$ cat config.mk
export PLATFORM = sky130hd
export DESIGN_NAME = book_imbalance_slope_unit
export DESIGN_NICKNAME = d
export VERILOG_FILES = /design/src/sv/bis_pkg.sv /design/src/sv/book_imbalance_slope_unit.sv
export SDC_FILE = /design/constraint.sdc
export NUM_CORES = 2
export LEC_CHECK = 0
export BUFFER_PORTS_ARGS = -buffer_cell sky130_fd_sc_hd__buf_4
export CAP_MARGIN = 10
export CORE_UTILIZATION = 65
export CTS_CLUSTER_SIZE = 14
export DETAILED_ROUTE_END_ITERATION = 8
export PLACE_DENSITY = 0.82
export SYNTH_ARGS = -nofsm -noshare
export SYNTH_HDL_FRONTEND = slang
export SYNTH_SLANG_ARGS = --single-unit
$ cat constraint.sdc
create_clock -name i_clk -period 13.2 [get_ports i_clk]
set_clock_uncertainty 0.15 [all_clocks]
set_input_delay 0.66 -clock i_clk [delete_from_list [all_inputs] [get_ports i_clk]]
set_output_delay 0.66 -clock i_clk [all_outputs]
set_load 0.05 [all_outputs]
$ cat src/sv/bis_pkg.sv
// Shared types and constants for the book imbalance slope unit.
// No dependencies.
package bis_pkg;

    localparam int IN_W             = 32;          // width of one quantity
    localparam int CFG_W            = 7;           // num_levels register width
    localparam int SLOPE_W          = 31;          // Q2.28 slope width
    localparam int QUO_W            = 31;          // divider quotient bits
    localparam int DIV_STEPS        = QUO_W;
    localparam int STEP_W           = $clog2(DIV_STEPS);
    localparam int FRAC_BITS        = 30;          // Q1.30 imbalance fraction
    localparam int NUM_LEVELS_RESET = 8;
    localparam int SLOPE_LIMIT      = 536870912;   // 2^29, slope clamp

    typedef enum logic [3:0] {
        S_IDLE,
        S_DIV,
        S_MTI,
        S_MTT,
        S_ACC,
        S_M1,
        S_M2,
        S_M3,
        S_M4,
        S_PREP,
        S_FIN
    } t_state;

endpackage

$ cat src/sv/book_imbalance_slope_unit.sv
// Least-squares slope of order-book imbalance against level, one level per transfer.
// Depends on bis_pkg (state type, field widths, divider constants).
//
// Each input transfer carries one book level (bid in tdata[31:0], ask in tdata[63:32]),
// nearest the touch first. The unit forms the Q1.30 imbalance (bid-ask)/(bid+ask),
// accumulates the regression sums, and after num_levels levels emits one Q2.28 slope
// (clamped to +/-2^29, 0 for a one-level window) and clears its sums. All arithmetic
// goes through one shared multiplier and one shared restoring divider stepped by a
// small sequencer; s_axis_tready is high only while the sequencer is idle. A level
// passes through accept, 31 divider steps and 3 accumulate steps, and skips the divider
// when both quantities are zero. The level that closes a window adds 4 multiplies,
// setup, 31 divider steps and output load, skipping the divider when the slope is zero
// or saturates, plus any wait for the previous slope to leave the output register.
// Throughput is set by the divider, which retires one quotient bit per cycle. The output
// register lets a new level be taken while a slope is still waiting downstream.
module book_imbalance_slope_unit #(
    parameter int MAX_LEVELS = 64
) (
    input  logic                      i_clk,
    input  logic                      i_rst_n,
    input  logic                      i_cfg_wr_en,
    input  logic [bis_pkg::CFG_W-1:0] i_cfg_wr_data,   // num_levels
    input  logic                      s_axis_tvalid,
    output logic                      s_axis_tready,
    input  logic [63:0]               s_axis_tdata,    // [31:0] bid_qty, [63:32] ask_qty
    output logic                      m_axis_tvalid,
    input  logic                      m_axis_tready,
    output logic [31:0]               m_axis_tdata     // [30:0] slope, [31] zero
);
    import bis_pkg::*;

    localparam int LW   = $clog2(MAX_LEVELS + 1);   // level index
    localparam int SLW  = 2 * LW;                   // sum of t
    localparam int SQW  = 3 * LW;                   // sum of t^2
    localparam int SIW  = LW + IN_W;                // sum of imbalance
    localparam int STIW = 2 * LW + IN_W;            // sum of t*imbalance
    localparam int PW   = SLW + 1 + STIW;           // multiplier product
    localparam int NUMW = PW + 1;                   // slope numerator
    localparam int DSW  = (PW + 1 > IN_W + 1) ? PW + 1 : IN_W + 1;   // divisor

    // control state
    t_state                   r_state, n_state;
    logic [CFG_W-1:0]         r_cfg, n_cfg;
    logic [LW-1:0]            r_count, n_count;
    logic [SLW-1:0]           r_sum_t, n_sum_t;
    logic [SQW-1:0]           r_sum_tt, n_sum_tt;
    logic signed [SIW-1:0]    r_sum_i, n_sum_i;
    logic signed [STIW-1:0]   r_sum_ti, n_sum_ti;
    logic                     r_out_valid, n_out_valid;

    // datapath
    logic                     r_neg, n_neg;
    logic                     r_sat, n_sat;
    logic                     r_slope_ph, n_slope_ph;
    logic [QUO_W-1:0]         r_quo, n_quo;
    logic [DSW-1:0]           r_rem, n_rem;
    logic [DSW-1:0]           r_dsr, n_dsr;
    logic [QUO_W-1:0]         r_dv, n_dv;
    logic [STEP_W-1:0]        r_step, n_step;
    logic signed [PW-1:0]     r_prod, n_prod;
    logic signed [PW-1:0]     r_acc, n_acc;
    logic signed [NUMW-1:0]   r_num, n_num;
    logic [SLOPE_W-1:0]       r_out_slope, n_out_slope;

    // combinational helpers
    logic [IN_W-1:0]          in_bid, in_ask, in_mag;
    logic [IN_W:0]            in_total;
    logic [LW-1:0]            t_cur, n_eff;
    logic [DSW:0]             rem_sh;
    logic [DSW+1:0]           diff;
    logic                     qbit;
    logic [DSW-1:0]           rem_nx;
    logic signed [31:0]       imb_val;
    logic [SLW-1:0]           mul_a;
    logic signed [STIW-1:0]   mul_b;
    logic signed [PW-1:0]     mul_out;
    logic signed [PW-1:0]     den;
    logic [DSW-1:0]           den_x4;
    logic [NUMW-1:0]          num_mag;
    logic [DSW-1:0]           num_hi;
    logic [QUO_W-1:0]         q_clamp;
    logic [SLOPE_W-1:0]       slope_val;

    assign in_bid   = s_axis_tdata[IN_W-1:0];
    assign in_ask   = s_axis_tdata[2*IN_W-1:IN_W];
    assign in_total = {1'b0, in_bid} + {1'b0, in_ask};
    assign in_mag   = (in_bid >= in_ask) ? in_bid - in_ask : in_ask - in_bid;

    assign t_cur = r_count + LW'(1);

    always_comb begin
        if (r_cfg == '0) begin
            n_eff = LW'(1);
        end else if (32'(r_cfg) > MAX_LEVELS) begin
            n_eff = LW'(MAX_LEVELS);
        end else begin
            n_eff = LW'(r_cfg);
        end
    end

    // shared restoring divider step: one quotient bit per cycle
    assign rem_sh = {r_rem, r_dv[QUO_W-1]};
    assign diff   = {1'b0, rem_sh} - {2'b00, r_dsr};
    assign qbit   = ~diff[DSW+1];
    assign rem_nx = qbit ? diff[DSW-1:0] : rem_sh[DSW-1:0];

    assign imb_val = r_neg ? -$signed({1'b0, r_quo}) : $signed({1'b0, r_quo});

    // shared multiplier: unsigned a times signed b
    assign mul_out = $signed({1'b0, mul_a}) * mul_b;

    assign den     = r_acc - r_prod;
    assign den_x4  = DSW'({den[PW-2:0], 2'b00});
    assign num_mag = r_num[NUMW-1] ? unsigned'(-r_num) : unsigned'(r_num);
    assign num_hi  = DSW'(num_mag[NUMW-1:QUO_W]);

    assign q_clamp   = (r_sat || r_quo > QUO_W'(SLOPE_LIMIT)) ? QUO_W'(SLOPE_LIMIT) : r_quo;
    assign slope_val = r_neg ? SLOPE_W'(-q_clamp) : SLOPE_W'(q_clamp);

    always_comb begin
        n_state     = r_state;
        n_cfg       = r_cfg;
        n_count     = r_count;
        n_sum_t     = r_sum_t;
        n_sum_tt    = r_sum_tt;
        n_sum_i     = r_sum_i;
        n_sum_ti    = r_sum_ti;
        n_out_valid = r_out_valid;
        n_out_slope = r_out_slope;
        n_neg       = r_neg;
        n_sat       = r_sat;
        n_slope_ph  = r_slope_ph;
        n_quo       = r_quo;
        n_rem       = r_rem;
        n_dsr       = r_dsr;
        n_dv        = r_dv;
        n_step      = r_step;
        n_acc       = r_acc;
        n_num       = r_num;
        mul_a       = '0;
        mul_b       = '0;

        if (i_cfg_wr_en) begin
            n_cfg = i_cfg_wr_data;
        end
        if (m_axis_tready) begin
            n_out_valid = 1'b0;
        end

        case (r_state)
            S_IDLE: begin
                if (s_axis_tvalid) begin
                    n_neg      = in_bid < in_ask;
                    n_sat      = 1'b0;
                    n_slope_ph = 1'b0;
                    n_quo      = '0;
                    // dividend is mag << 30; top bits seed the remainder
                    n_rem      = DSW'(in_mag[IN_W-1:1]);
                    n_dv       = {in_mag[0], {FRAC_BITS{1'b0}}};
                    n_dsr      = DSW'(in_total);
                    n_step     = STEP_W'(DIV_STEPS - 1);
                    n_state    = (in_total == '0) ? S_MTI : S_DIV;
                end
            end
            S_DIV: begin
                n_rem  = rem_nx;
                n_dv   = {r_dv[QUO_W-2:0], 1'b0};
                n_quo  = {r_quo[QUO_W-2:0], qbit};
                n_step = r_step - STEP_W'(1);
                if (r_step == '0) begin
                    n_state = r_slope_ph ? S_FIN : S_MTI;
                end
            end
            S_MTI: begin
                mul_a   = SLW'(t_cur);
                mul_b   = STIW'(imb_val);
                n_sum_t = r_sum_t + SLW'(t_cur);
                n_sum_i = r_sum_i + SIW'(imb_val);
                n_state = S_MTT;
            end
            S_MTT: begin
                mul_a    = SLW'(t_cur);
                mul_b    = STIW'($signed({1'b0, t_cur}));
                n_sum_ti = r_sum_ti + $signed(r_prod[STIW-1:0]);
                n_state  = S_ACC;
            end
            S_ACC: begin
                n_sum_tt = r_sum_tt + r_prod[SQW-1:0];
                n_count  = t_cur;
                n_state  = (t_cur >= n_eff) ? S_M1 : S_IDLE;
            end
            S_M1: begin
                mul_a   = SLW'(r_count);
                mul_b   = r_sum_ti;
                n_state = S_M2;
            end
            S_M2: begin
                mul_a   = r_sum_t;
                mul_b   = STIW'(r_sum_i);
                n_acc   = r_prod;
                n_state = S_M3;
            end
            S_M3: begin
                mul_a   = SLW'(r_count);
                mul_b   = STIW'($signed({1'b0, r_sum_tt}));
                n_num   = NUMW'(r_acc) - NUMW'(r_prod);
                n_state = S_M4;
            end
            S_M4: begin
                mul_a   = r_sum_t;
                mul_b   = STIW'($signed({1'b0, r_sum_t}));
                n_acc   = r_prod;
                n_state = S_PREP;
            end
            S_PREP: begin
                // divide |num| by 4*den; quotient past 31 bits saturates up front
                n_neg      = r_num[NUMW-1];
                n_slope_ph = 1'b1;
                n_quo      = '0;
                n_dsr      = den_x4;
                n_rem      = num_hi;
                n_dv       = num_mag[QUO_W-1:0];
                n_step     = STEP_W'(DIV_STEPS - 1);
                n_sat      = (den != '0) && (num_hi >= den_x4);
                n_state    = (den == '0 || n_sat) ? S_FIN : S_DIV;
            end
            S_FIN: begin
                if (!r_out_valid || m_axis_tready) begin
                    n_out_valid = 1'b1;
                    n_out_slope = slope_val;
                    n_count     = '0;
                    n_sum_t     = '0;
                    n_sum_tt    = '0;
                    n_sum_i     = '0;
                    n_sum_ti    = '0;
                    n_state     = S_IDLE;
                end
            end
            default: begin
                n_state = S_IDLE;
            end
        endcase
    end

    always_ff @(posedge i_clk) begin
        if (!i_rst_n) begin
            r_state     <= S_IDLE;
            r_cfg       <= CFG_W'(NUM_LEVELS_RESET);
            r_count     <= '0;
            r_sum_t     <= '0;
            r_sum_tt    <= '0;
            r_sum_i     <= '0;
            r_sum_ti    <= '0;
            r_out_valid <= 1'b0;
        end else begin
            r_state     <= n_state;
            r_cfg       <= n_cfg;
            r_count     <= n_count;
            r_sum_t     <= n_sum_t;
            r_sum_tt    <= n_sum_tt;
            r_sum_i     <= n_sum_i;
            r_sum_ti    <= n_sum_ti;
            r_out_valid <= n_out_valid;
        end
    end

    assign n_prod = mul_out;

    always_ff @(posedge i_clk) begin
        r_neg       <= n_neg;
        r_sat       <= n_sat;
        r_slope_ph  <= n_slope_ph;
        r_quo       <= n_quo;
        r_rem       <= n_rem;
        r_dsr       <= n_dsr;
        r_dv        <= n_dv;
        r_step      <= n_step;
        r_prod      <= n_prod;
        r_acc       <= n_acc;
        r_num       <= n_num;
        r_out_slope <= n_out_slope;
    end

    assign s_axis_tready = (r_state == S_IDLE);
    assign m_axis_tvalid = r_out_valid;
    assign m_axis_tdata  = {1'b0, r_out_slope};

    // a taken level leaves the sequencer busy in the next cycle
    a_busy_after_accept: assert property (@(posedge i_clk) disable iff (!i_rst_n)
        s_axis_tvalid && s_axis_tready |=> !s_axis_tready)
        else $error("input taken while previous level still in work");

    // restoring divider invariant
    a_rem_below_divisor: assert property (@(posedge i_clk) disable iff (!i_rst_n)
        r_state == S_DIV |-> r_rem < r_dsr)
        else $error("divider remainder not below divisor");

    a_count_bound: assert property (@(posedge i_clk) disable iff (!i_rst_n)
        32'(r_count) <= MAX_LEVELS)
        else $error("level count past maximum");

    a_slope_range: assert property (@(posedge i_clk) disable iff (!i_rst_n)
        m_axis_tvalid |-> ($signed(m_axis_tdata[SLOPE_W-1:0]) <= SLOPE_LIMIT
                           && $signed(m_axis_tdata[SLOPE_W-1:0]) >= -SLOPE_LIMIT))
        else $error("slope outside clamp range");

    a_load_from_fin: assert property (@(posedge i_clk) disable iff (!i_rst_n)
        $rose(m_axis_tvalid) |-> $past(r_state) == S_FIN)
        else $error("output loaded outside final step");

endmodule

Yosys cells after proc, flatten, opt, wreduce, memory -nomap -nowiden
Cells that the tools add are included.
Widths: inputs -> output; s select.
{"block": "classes", "n_addsub": 15, "n_mul": 1, "magnitude_cmp": 6, "eq_ne": 13, "n_mux": 46, "bitwise": 1, "n_reduce_logical": 26}
{"cell": "$pmux 46 s6", "count": 1}
{"cell": "$mux 62", "count": 4}
{"cell": "$pmux 31 s3", "count": 2}
{"cell": "$pmux 62 s3", "count": 1}
{"cell": "$mux 31", "count": 4}
{"cell": "$pmux 62 s2", "count": 1}
{"cell": "$pmux 46 s2", "count": 1}
{"cell": "$pmux 39 s2", "count": 1}
{"cell": "$mux 32", "count": 2}
{"cell": "$sub 32x32->32", "count": 2}
{"cell": "$sub 63x62->64", "count": 1}
{"cell": "$ge 31x62->1", "count": 1}
{"cell": "$neg 62->62", "count": 1}
{"cell": "$sub 61x61->62", "count": 1}
{"cell": "$logic_not 61->1", "count": 1}
{"cell": "$mul 15x46->61", "count": 1}
{"cell": "$reduce_bool 61->1", "count": 1}
{"cell": "$sub 61x61->61", "count": 1}
{"cell": "$add 46x46->46", "count": 1}
{"cell": "$mux 46", "count": 1}
{"cell": "$pmux 4 s11", "count": 1}
{"cell": "$pmux 14 s3", "count": 1}
{"cell": "$pmux 21 s2", "count": 1}
{"cell": "$add 39x32->39", "count": 1}
{"cell": "other kinds (43)", "count": 75}
{"block": "word_totals", "reg_bits": 548, "in_bits": 76, "out_inout_bits": 34, "wordCells": 128}

Logic depth before layout (Yosys ltp)
{"block": "logic_depth", "depth_word": 7, "mapped_depth": 38, "mapped_depth_nobuf": 36}

Worst setup path after synthesis
No wires, ideal clock.
{"block": "synth_timing", "kind": "register to register", "from": "register r_state[2]", "to": "register r_prod[60]", "setup_ns": 0.072, "arrival_ns": 9.843, "required_ns": 12.978, "slack_ns": 3.135, "stages_incl_launch_ff": 33, "path_buffers": 4, "period_less_slack_ns": 10.065, "cell_sequence": "dfxtp_1 nand2b_1 nor3_1 or2_2 clkbuf_1 clkbuf_1 and2_1 clkbuf_1 clkbuf_1 nand2_1 fa_1 inv_1 fa_1 fa_1 fa_1 fa_1 inv_1 fa_1 inv_1 ha_1 a21o_1 a21o_1 a21o_1 a21o_1 a21o_1 a21oi_1 o21ai_0 o31ai_1 o21ai_0 a21o_1 a221o_1 a21oi_1 xnor2_1"}
{"block": "synth_between", "elab_chain_cells": 4, "elab_cells_between_ends": 12, "classes_between": "mul (1); eq/ne (6); mux (2); reduce/logical (3)"}
{"item": "from (decl)", "line_no": "book_imbalance_slope_unit.sv:42", "text": "t_state r_state, n_state;"}
{"item": "from (signal assigned)", "line_no": "book_imbalance_slope_unit.sv:256", "text": "r_state <= n_state;"}
{"item": "$eq 4x4->1 (tied with other cells)", "line_no": "book_imbalance_slope_unit.sv:150", "text": "case (r_state)"}
{"item": "$reduce_or 2->1 (no line)"}
{"item": "$pmux 14 s3", "line_no": "book_imbalance_slope_unit.sv:150"}
{"item": "$mul 15x46->61 (*)", "line_no": "book_imbalance_slope_unit.sv:110", "text": "assign mul_out = $signed({1'b0, mul_a}) * mul_b;"}
{"item": "named net mul_out[60]", "line_no": "book_imbalance_slope_unit.sv:76", "text": "logic signed [PW-1:0] mul_out;"}
{"item": "to (signal assigned)", "line_no": "book_imbalance_slope_unit.sv:278", "text": "r_prod <= n_prod;"}
{"item": "to (decl)", "line_no": "book_imbalance_slope_unit.sv:60", "text": "logic signed [PW-1:0] r_prod, n_prod;"}
The timed path passes the listed nets; every way through them passes the cells marked *.
A chain may end at the register's enable or synchronous reset.

Worst setup path in the final report
{"block": "layout_timing", "from": "register r_quo[2]", "to": "register r_prod[60]"}
{"block": "layout_between", "elab_chain_cells": 4}
{"item": "from (decl)", "line_no": "book_imbalance_slope_unit.sv:55", "text": "logic [QUO_W-1:0] r_quo, n_quo;"}
{"item": "from (signal assigned)", "line_no": "book_imbalance_slope_unit.sv:273", "text": "r_quo <= n_quo;"}
{"item": "$neg 31->32", "line_no": "book_imbalance_slope_unit.sv:107", "text": "assign imb_val = r_neg ? -$signed({1'b0, r_quo}) : $signed({1'b0, r_quo});"}
{"item": "$mux 32 (*)", "line_no": "book_imbalance_slope_unit.sv:107"}
{"item": "$pmux 46 s6 (*)", "line_no": "book_imbalance_slope_unit.sv:150"}
{"item": "$mul 15x46->61 (*)", "line_no": "book_imbalance_slope_unit.sv:110"}
{"item": "named net mul_out[60]", "line_no": "book_imbalance_slope_unit.sv:76"}
Marked as above.

==> flow_results.org <==
** Setup path
- Cells on worst reg2reg path :: 34
- The worst register-to-register path begins at r_quo[2]$_SDFFCE_PN0P_.
- The largest single stage delay on the critical path is 0.91 ns.
- CP most frequent cell :: fa_1
- The slowest stage of the critical path belongs to the cell a21oi_1.
- R2r endpoint :: r_prod[60]$_DFF_P_
- STA puts the critical path data required time at 13.60 ns.
- Arrival time reported for the critical path endpoint :: 11.22 ns
- The worst setup path is launched from a register.
- Classification of the worst setup path :: reg2reg
- In this run the worst path has a maximum fanout of 9.
- Critical path capture point type :: register
- Worst reg-to-reg setup slack :: 2.37 ns

** Detailed routing
- Routed length per placed instance :: 22.1 um
- After detailed routing, the number of remaining DRC violations is 3.
- The final route contains 53500 vias.
- Summed over all layers, the routed wires come to 188000 um.
- Drt initial violations :: 6275
- Antenna Nets Post-Route :: 0
- Using the TritonRoute via totals, the vias-per-cell ratio works out to 6.30.
- The first TritonRoute pass finished after 9 iterations.

** Clocking
- Root Driver :: clkbuf_16
- After clock tree synthesis, the flow added hold-fix buffers numbering 0.
- Clock H-tree levels :: 2
- Clock Pin Slew Worst Setup and Hold Paths :: 0.07 ns
- Number of resized instances in the post-cts repair step :: 0
- TritonCTS built the clock tree.
- # Post-CTS Setup Buffers :: 0
- Counting along the longest clock path gives a buffer depth of 3.
- At the later pin of the worst-skew pair, clock insertion delay measures 0.69 ns.
- CTS sink count :: 548
- Clock tree synthesis inserted a total of 61 buffers.

** Global route
- After global routing the overflow that remains totals 0.
- The first global-routing pass estimated 293000 um of wire.
- In the global route stage, met3 resource usage came out at 8.46%.
- Global-route met1 utilization :: 50.4%
- In the global route stage, overall resource usage came out at 38.7%.
- Entering global routing, the biggest net connects 84 pins.
- Number of antenna violations at the first check in global routing :: 5
- For met2 alone, demand over resource in global routing was 59.9%.
- The number of global-route vias before repair is 52500.
- In this run the most used layer during global routing was met2.

** Hold path
- The startpoint identified for the worst hold timing path is i_cfg_wr_data[6].
- Endpoint, Worst Hold :: r_cfg[6]$_SDFFE_PN0P_
- Along the worst hold path, the cell count comes to 3.
- The worst hold path belongs to the class in2reg.

** STA
- After layout, the worst path uses 82.0% of the clock period.
- Setup TNS :: 0 ns
- Tightest Pin Transition :: 1.33 ns
- Static timing analysis puts the maximum clock frequency at 92.4 MHz.
- Final period demand of the worst path :: 10.83 ns
- Setup violations remaining at the end of the flow were counted as 0.
- Setup repair after global routing left no endpoint under its margin.
- Max-slew headroom :: 11.1%
- The final count of hold timing violations came to 0.
- On the final layout, the worst hold slack is 0.0694 ns.
- The total count of max-transition violations in the final report was 0.

** Floorplanning
- In this run the count of I/O pins placed on the die edge is 110.
- Core region area :: 94900 um^2
- Die boundary height :: 311 um
- Starting utilization of the core area :: 65.5%
- In this run the core area contains 113 standard-cell rows.
- Width of the die :: 311 um
- Die footprint :: 96800 um^2

** Synthesis
- Mapped cell area :: 62100 um^2
- For this run, the leading register cell type out of synthesis is edfxtp_1.
- Area share of the largest cell type after synthesis :: 18.9%
- Synthesized netlist net count :: 8397
- In this run, synthesis inferred 348 flip-flops with an integrated enable.
- For this run, the number of Yosys warnings is 0.
- Synth Instances :: 7230
- After synthesis the netlist holds a flip-flop and latch count of 548.
- The average instance in the mapped netlist occupies 8.59 um^2.
- The synthesized design spends more area on one cell type than any other, namely fa_1.
- Sequential element share of the synthesized area :: 23.3%
- After synthesis, the netlist uses 91 different library cells.
- Async set or reset register ratio after synthesis :: 0%
- After synthesis, the cell types taking the most area are fa_1 19%, edfxtp_1 17%, ha_1 10%.

** Place
- Port buffering added 108 buffers.
- Routability-driven placement finished with a final weighted congestion of 1.01.
- DP Wirelength :: 146000 um

** Layout
- Post-layout net count :: 8348
- The area growth from synthesis to layout is 6.66%.
- Layout cell share with drive strength beyond 1 :: 5.74%
- Layout fillers :: 7533

** Run status
- The checks that failed: DRC.
- Status :: finished with violations

** Run
- Reported max-cap violation count :: 0

** Pwr
- Power density relative to cell area :: 121 nW/um^2
- IR analysis of the VDD net gives a maximum drop of 0.138 mV.
- Pleak :: 29.9 nW
==> worst max-delay path by stage <==
stage / startpoint / endpoint / slack (ns)
global route: r_quo[2]$_SDFFCE_PN0P_ / r_prod[60]$_DFF_P_ / 1.80
floorplan: r_state[2]$_SDFFE_PN0P_ / r_prod[60]$_DFF_P_ / 3.13
global placement: r_quo[2]$_SDFFCE_PN0P_ / r_prod[60]$_DFF_P_ / 2.81
detailed placement: r_quo[2]$_SDFFCE_PN0P_ / r_prod[60]$_DFF_P_ / 2.64
CTS: r_quo[2]$_SDFFCE_PN0P_ / r_prod[60]$_DFF_P_ / 2.63
finish: r_quo[2]$_SDFFCE_PN0P_ / r_prod[60]$_DFF_P_ / 2.37
==> cells by family (layout without fill, tap and decap cells) <==
kind of cell             Yosys count  after routing  synth area share, %
flip-flops                       548            548                 23.3
buffers and inverters           1328           1332                 8.08
multiplexers                      42             42                0.697
other                              1              3              0.00604
XOR/XNOR                         413            413                 5.82
AO/OA/AOI/OAI                   1610           1610                 16.8
AND/OR/NAND/NOR                 2197           2197                 16.2
adder cells (fa/ha/maj)         1091           1091                 29.1
==> layout by cell type, fill, tap and decap left out, drive strengths merged, types with 143 or more instances in the layout <==
cell type and n:
buf 196, nand2 547, inv 1024, nor2 866
xor2 160, ha 504, fa 587, o21ai 272
a21o 183, xnor2 253, a21oi 515, dfxtp 200
edfxtp 348, nand3 143
==> state kept, by name, summed over array words and instances, names as in the netlist, 4 cells and up <==
name,flops
r_cfg,7
r_step,5
r_acc,61
r_dv,31
r_state,4
r_sum_ti,46
r_sum_i,39
r_dsr,62
r_rem,62
r_quo,31
r_sum_t,14
r_prod,61
r_count,7
r_sum_tt,21
r_out_slope,31
r_num,62
==> area by class of cell <==
cell class / instances / area (um^2) / area share [%]
antenna: 2 / 5.00 / 0.00756
clock buffer: 70 / 1690 / 2.54
clock inverter: 46 / 472 / 0.712
inverter: 1019 / 3830 / 5.78
multi-input combinational: 5354 / 42700 / 64.5
sequential: 548 / 14500 / 21.8
tap: 1265 / 1580 / 2.39
timing repair buffer: 197 / 1480 / 2.23
==> power breakdown <==
part | total (mW) | switching [mW] | internal (mW) | leakage [nW]
Clock | 1.81 | 0.785 | 1.03 | 1.05
Combinational | 3.73 | 2.43 | 1.30 | 23.9
Sequential | 2.48 | 0.224 | 2.26 | 4.94
Total | 8.02 | 3.44 | 4.59 | 29.9
==> synth_stat cells, drive strengths merged, types with 44 or more instances <==
cell type,instances
inv,1017
nor2,866
fa,587
nand2,547
a21oi,515
ha,504
edfxtp,348
o21ai,272
clkbuf,266
xnor2,253
dfxtp,200
a21o,183
xor2,160
nand3,143
nor3,101
nand2b,93
a211oi,91
and3,84
nand4,69
o21bai,66
and2,65
a31oi,53
nor2b,51
o21a,50
or2,45
a22oi,44
or3,44
==> metrics by stage <==
step | total power, mW | setup slack [ns] | util, % | area (um^2) | instances
after floorplan | 5.05 | 3.13 | - | 62100 | 7230
after global placement | 6.00 | 2.81 | 67.5 | 64100 | 8382
after detailed placement | 6.08 | 2.64 | 67.5 | 64100 | 8382
after CTS | 7.91 | 2.63 | 69.8 | 66200 | 8498
after global routing | 8.43 | 1.80 | 69.8 | 66200 | 8499
final | 8.02 | 2.37 | 69.8 | 66200 | 8501
==> worst max-delay path, delay by kind of cell (launching register included) <==
| family | cells | cell delay, ns |
|---|---|---|
| flops | 1 | 0.50 |
| xor+xnor | 2 | 0.51 |
| simple gates | 6 | 1.72 |
| buf+inv | 5 | 0.36 |
| compound gates | 14 | 3.92 |
| fa+ha+maj | 7 | 3.51 |
==> routing by layer <==
| layer | wire, um | up-vias | share of wire, % |
|---|---|---|---|
| met5 | 23 | - | 0.012 |
| met2 | 82300 | 2899 | 44 |
| met4 | 12400 | 4 | 6.6 |
| met1 | 72600 | 25700 | 39 |
| li1 | - | 24400 | - |
| met3 | 20600 | 605 | 11 |
No activity file was read; power rests on OpenSTA's default activity.
